==> src/rtl/ap3d_pkg.sv <==
// Shared types and constants for the 3D average pooling block.
package ap3d_pkg;

  localparam int unsigned MAX_IN_WIDTH_DEF = 1024;
  localparam int unsigned MAX_POOL_DEF     = 16;

  localparam int unsigned PIX_W      = 8;
  localparam int unsigned SUM_W      = 20;
  localparam int unsigned CH_W       = 16;
  localparam int unsigned ROW_W      = 16;
  localparam int unsigned IN_W_W     = 11;
  localparam int unsigned POOL_REG_W = 5;
  localparam int unsigned CFG_W      = 16;
  localparam int unsigned CFG_IDX_W  = 3;

  typedef enum logic [CFG_IDX_W-1:0] {
    REG_IN_CHANNELS   = 3'd0,
    REG_IN_HEIGHT     = 3'd1,
    REG_IN_WIDTH      = 3'd2,
    REG_POOL_CHANNELS = 3'd3,
    REG_POOL_HEIGHT   = 3'd4,
    REG_POOL_WIDTH    = 3'd5
  } cfg_reg_e;

  typedef enum logic [2:0] {
    ST_IDLE,
    ST_RMW,
    ST_DIV,
    ST_FIX_COL,
    ST_FIX_ROW,
    ST_FIX_CHAN
  } ap3d_state_e;

  typedef struct packed {
    logic busy;
    logic done;
  } div_status_t;

endpackage

==> src/rtl/ap3d_div.sv <==
// Restoring divider, one quotient bit per cycle.
module ap3d_div import ap3d_pkg::*; #(
  parameter int unsigned N = SUM_W,
  parameter int unsigned D = 15
) (
  input  logic         clk_i,
  input  logic         rst_ni,
  input  logic         start_i,
  input  logic [N-1:0] dividend_i,
  input  logic [D-1:0] divisor_i,
  output div_status_t  status_o,
  output logic [N-1:0] quot_o,
  output logic [D-1:0] rem_o
);

  localparam int unsigned CNT_W = $clog2(N + 1);

  logic             busy_q, done_q;
  logic [CNT_W-1:0] cnt_q;
  logic [N-1:0]     quot_q;
  logic [D-1:0]     rem_q, div_q;
  logic [D:0]       trial, diff;
  logic             ge;

  assign trial = {rem_q, quot_q[N-1]};
  assign ge    = trial >= {1'b0, div_q};
  assign diff  = trial - {1'b0, div_q};

  always_ff @(posedge clk_i or negedge rst_ni) begin
    if (!rst_ni) begin
      busy_q <= 1'b0;
      done_q <= 1'b0;
      cnt_q  <= '0;
    end else begin
      done_q <= 1'b0;
      if (start_i) begin
        busy_q <= 1'b1;
        cnt_q  <= CNT_W'(N);
      end else if (busy_q) begin
        cnt_q <= cnt_q - CNT_W'(1);
        if (cnt_q == CNT_W'(1)) begin
          busy_q <= 1'b0;
          done_q <= 1'b1;
        end
      end
    end
  end

  always_ff @(posedge clk_i) begin
    if (start_i) begin
      quot_q <= dividend_i;
      rem_q  <= '0;
      div_q  <= divisor_i;
    end else if (busy_q) begin
      quot_q <= {quot_q[N-2:0], ge};
      // remainder stays below the divisor, so it fits D bits
      rem_q  <= ge ? diff[D-1:0] : trial[D-1:0];
    end
  end

  assign status_o.busy = busy_q;
  assign status_o.done = done_q;
  assign quot_o        = quot_q;
  assign rem_o         = rem_q;

endmodule

==> config.mk <==
export PLATFORM = sky130hd
export DESIGN_NAME = ap3d_div
export DESIGN_NICKNAME = d
export VERILOG_FILES = /design/src/rtl/ap3d_pkg.sv /design/src/rtl/ap3d_div.sv
export SDC_FILE = /design/constraint.sdc
export NUM_CORES = 1
export LEC_CHECK = 0
export BUFFER_PORTS_ARGS = -buffer_cell sky130_fd_sc_hd__buf_2
export CORE_MARGIN = 2
export CORE_UTILIZATION = 45
export CTS_CLUSTER_DIAMETER = 60
export DETAILED_ROUTE_END_ITERATION = 12
export PLACE_DENSITY = 0.72
export RECOVER_POWER = 100
export REMOVE_ABC_BUFFERS = 1
export SLEW_MARGIN = 10
export SYNTH_ARGS = -nofsm -noshare
export SYNTH_HDL_FRONTEND = slang
export SYNTH_SLANG_ARGS = --single-unit
==> constraint.sdc <==
create_clock -name clk_i -period 3.28 [get_ports clk_i]
set_input_delay 0.656 -clock clk_i [delete_from_list [all_inputs] [get_ports clk_i]]
set_output_delay 0.656 -clock clk_i [all_outputs]
set_load 0.005 [all_outputs]
After elaboration in Yosys (flattened, before gate mapping). Index checks and enable logic that the tools add are counted.

Flip-flop bits (word level): 57. Input bits: 38.

$add $sub $neg: 2. Magnitude comparators: 1. Equal/unequal tests: 1. Multiplexer cells: 11. Reductions and logical operators: 1.

Operators by type and width (count): $mux 20 (2); $ge 16x15->1 (1); $mux 15 (1); $sub 15x15->15 (1); $mux 5 (2); $mux 1 (6); $eq 5x1->1 const B (1); $sub 5x1->5 const B (1); $reduce_bool 2->1 (1).

Depth between registers and ports, before layout.
Depth in word-level cells: 4. Mapped depth: 10. Depth with buffers taken out: 9.

Worst setup path after synthesis. No wires, ideal clock.

Kind: flip-flop to flip-flop. From: register quot_q[19] (netlist: quot_o[19]). To: register rem_q[12] (netlist: rem_o[12]). Setup time: 0.091 ns. Arrival time: 2.479 ns. Required time: 3.189 ns. Setup slack: 0.710 ns. Cell stages (with the launch flop): 10. Cell sequence: edfxtp_1 > inv_1 > ha_1 > fa_1 > and2b_1 > o21a_2 > nor3_2 > o311a_4 > or4b_1 > a311oi_1.

Cells in the longest elaborated chain, start to end: 2.

Ends and longest elaborated chain: start, declared (line ap3d_div.sv:20) `logic [N-1:0] quot_q;`; start signal, assigned (line ap3d_div.sv:51) `quot_q <= dividend_i;`; start signal, assigned (line ap3d_div.sv:55) `quot_q <= {quot_q[N-2:0], ge};`; $sub 15x15->15 or $ge 16x15->1 (tied branches) (line ap3d_div.sv:27, ap3d_div.sv:26); $mux 15 * (line ap3d_div.sv:57) `rem_q <= ge ? diff[D-1:0] : trial[D-1:0];`; end signal, assigned (line ap3d_div.sv:57); end, declared (line ap3d_div.sv:21) `logic [D-1:0] rem_q, div_q;`.

Mark *: on every way between the ends. The rest lies on a longest branch, timed or not. A chain may end at the register's enable or synchronous reset.

Worst setup path after layout. Ends and elaborated chain as after synthesis.

==> metrics.md <==
| Metric | Value |
|---|---|
| CTS max path bufs | 2 |
| Rel. slew slack | 0.1304 |
| VDD IR max | roughly 300 uV |
| Post-route cell area | 3835 um2 |
| Vias | between 2000 and 3000 |
| Core area | a little under 7000 um2 |
| M3 GR Usage | 0.06903 |
| Syn avg cell area | 10.60 um2 |
| DIE WIDTH | approximately 89 um |
| Initial Util | 0.4707 |
| Drt first pass iters | 4 |
| Met1 GRT Util | 0.2522 |
| Proportion of layout cells with a drive suffix above 1 | 0.2526 |
| Rows | 30 |
| Final std cells w/o fill | about 480 |
| Root Driver | clkbuf_8 |
| Routed Wire Length | 7060 um |
| # diodes | 0 |
| Startpoint Class | flop |
| Cell accounting for the most synthesized area | edfxtp_1 |
| Slowest stage cell, crit path | or4b_1 |
| Wire length of the first global-routing pass | about 12000 um |
| Number of remaining DRC errors | 0 |
| Status | complete, no violations |
| Initial antenna violation count | 0 |
| Synth top area cells | edfxtp_1 33%, dfxtp_1 9.3%, mux2_2 6.6% |
| FF-to-FF path depth | 9 |
| Crit-path max cell delay | 0.56 ns |
| R2R Path End | rem_o[12] |
| Pwr Density | 457.6 nW/um2 |
| Fin nets | 439 |
| CTS HTree Levels | 3 |
| CP Class | reg -> reg |
| Worst EP arrival | 3.14 ns |
| Primary FF master, synth | edfxtp_1 |
| Most common cell after layout, fill and taps aside | buf_2 |
| # IOs | 75 |
| Setup bufs post-CTS | 0 |
| Slew Viols, Final | 0 |
| Worst setup endpoint | rem_o[12] |
| Clock buffer count from CTS | 9 |
| Fin crit period | 2.888 ns |
| Met2 Track Usage GR | 0.2944 |
| Max-cap violations | 0 |
| CTS clk-pin slew, worst paths | about 0.07 ns |
| DR iter-0 viols | ~180 |
| Synth unique cells | 62 |
| CTS resizes | 0 |
| GRT Overall Usage | 0.1932 |
| Crit-path cells | inv_1 > ha_1 > fa_1 > and2b_1 > o21a_2 > nor3_1 > o311a_1 > or4b_1 > a311oi_1 |
| LEAKAGE | 1.593 nW |
| Critical Path Source | quot_o[19] |
| CP Capture Type | flop |
| TritonCTS Sinks | 57 |
| DP Area | between 3000 and 4000 um2 |
| Wirelength per Cell | roughly 15 um |
| GPL Wtd Cong | 0.9041 |
| Fin util | 0.5583 |
| Actual slew at the worst max-slew pin | 1.304 ns |
| Via density | 5.388 |
| Largest net degree at the start of global routing | 27 |
| R2r setup slk | 0.39 ns |
| CTS tree | done |
| I/O Buffers | 74 |
| Crit-path max FO | 14 |
| Vias in the first global route | roughly 2500 |
| Placed Instances | 468 |
| R2r startpoint | quot_o[19] |
| Number of synthesized register bits | between 50 and 60 |
| Hpwl dp | 5149 um |
| Unrepaired setup endpoints after global routing | false |
| Ys Warns | 0 |
| Syn Std Cell Area | 3233 um2 |
| # setup viols final | 0 |
| Async SR Flop Fraction | 0.1228 |
| Final Hold Viols | 0 |
| Post-synth EDFFs | 35 |
| Clock Latency Late Sink | about 0.34 ns |
| Share of the synthesized area in the top cell type | 0.3251 |
| Period utilization | 0.8805 |
| Busiest grt layer | met2 |
| Seq/Total Area, Yosys | 0.4721 |
| Most frequent cells in the layout | 51 x buf_2, 35 x edfxtp_1, 28 x clkbuf_1, 23 x inv_1, 22 x nor2_1 |
| Die height | 88.76 um |
| Setup TNS | 0 ns |
| Final antenna-violating net count | 0 |
| Max Freq | 346.2 MHz |
| Post-CTS Hold Fix Bufs | 0 |
| Die area | 7878 um2 |
| Required time of the critical path | 3.54 ns |
| Clk_skew | 0.007355 ns |
| Synth Instances | 305 |
| Total congestion overflow | 0 |
| Worst hold path type | in -> async |
| Hold slack final | 0.1954 ns |
| Area grow syn2layout | 18.61% |
-- logic make-up (layout without fill, tap and decap cells) --
kind of cell               after synthesis  count (layout)  share of synthesized area
AOI/OAI and AO/OA                       75              75                     0.1687
xor gates and xnor gates                12              12                    0.03251
adders and majority gates               18              18                    0.07198
buffers and inverters                   37             120                    0.04566
DFF                                     57              57                     0.4721
muxes                                   19              19                    0.06618
and+or+nand+nor                         87              87                     0.1428
-- per-stage QoR --
stage	power, mW	worst slack, ns
2_1_floorplan	1.035	0.6702
3_3_place_gp	1.138	0.6068
3_5_place_dp	1.145	0.5153
4_1_cts	1.781	0.4972
5_1_grt	1.840	0.1774
6_report	1.755	0.3918
-- routing by layer --
layer  share of wire  vias to the layer above  wire length (um)
met3           0.076                       16               538
met5               0                        -                 0
li1                -                     1294                 -
met1            0.45                     1208              3195
met2            0.45                       90              3189
met4           0.019                        0               136
-- cell usage after synthesis (2+ instances only) --
library cell,count
nand2b_1,4
inv_1,23
nor3_1,7
o21ai_0,16
o211ai_1,6
clkbuf_1,10
dfrtp_1,7
ha_1,17
buf_4,2
a211o_1,2
a21o_1,5
edfxtp_1,35
nand2_1,16
o221ai_1,2
nor2b_1,4
nor2_1,21
xor2_1,6
a211oi_1,4
or2_2,3
o21a_1,2
nand3_1,11
nand4_1,2
nor3b_1,2
a21oi_1,11
a311oi_1,8
o22ai_1,2
or3b_2,4
mux2_2,19
and2_1,2
dfxtp_1,15
xnor2_1,6
-- layout make-up --
cell class / count / area [um2]
clock buffer: 10 / 127.6
clock inverter: 6 / 58.81
fill: 640 / 3034
inverter: 23 / 86.33
multi-input combinational: 211 / 1540
sequential: 57 / 1526
tap: 96 / 120.1
timing repair buffer: 81 / 375.4
-- state kept, by name, indices dropped and copies added, names as in the netlist --
register and flops:
busy_q 1, cnt_q 5, div_q 15, done_q 1
quot_o 20, rem_o 15
-- critical path, delay by kind of cell, from the launching register on --
kind | cells | cell delay, ns
AOI/OAI and AO/OA | 3 | 0.88
adders and majority gates | 2 | 0.64
DFF | 1 | 0.37
buffers and inverters | 1 | 0.06
and+or+nand+nor | 3 | 0.85
-- worst min path at each step --
| stage | start | to | slack (ns) | cells past startpoint |
|---|---|---|---|---|
| final | rst_ni | cnt_q[4] | 0.20 | 1 |
| after global routing | rst_ni | done_q | 0.20 | 1 |
| after CTS | rst_ni | done_q | 0.12 | 1 |
| after detailed placement | rst_ni | done_q | 0.50 | 1 |
| after global placement | rst_ni | done_q | 0.49 | 1 |
| after floorplan | rst_ni | busy_q | 0.36 | 0 |
-- power by group --
part,internal [mW],total [mW],switching [mW]
registers,0.824,0.857,0.0331
logic,0.126,0.264,0.139
clock network,0.345,0.633,0.288
(Power assumes the default switching activity.)
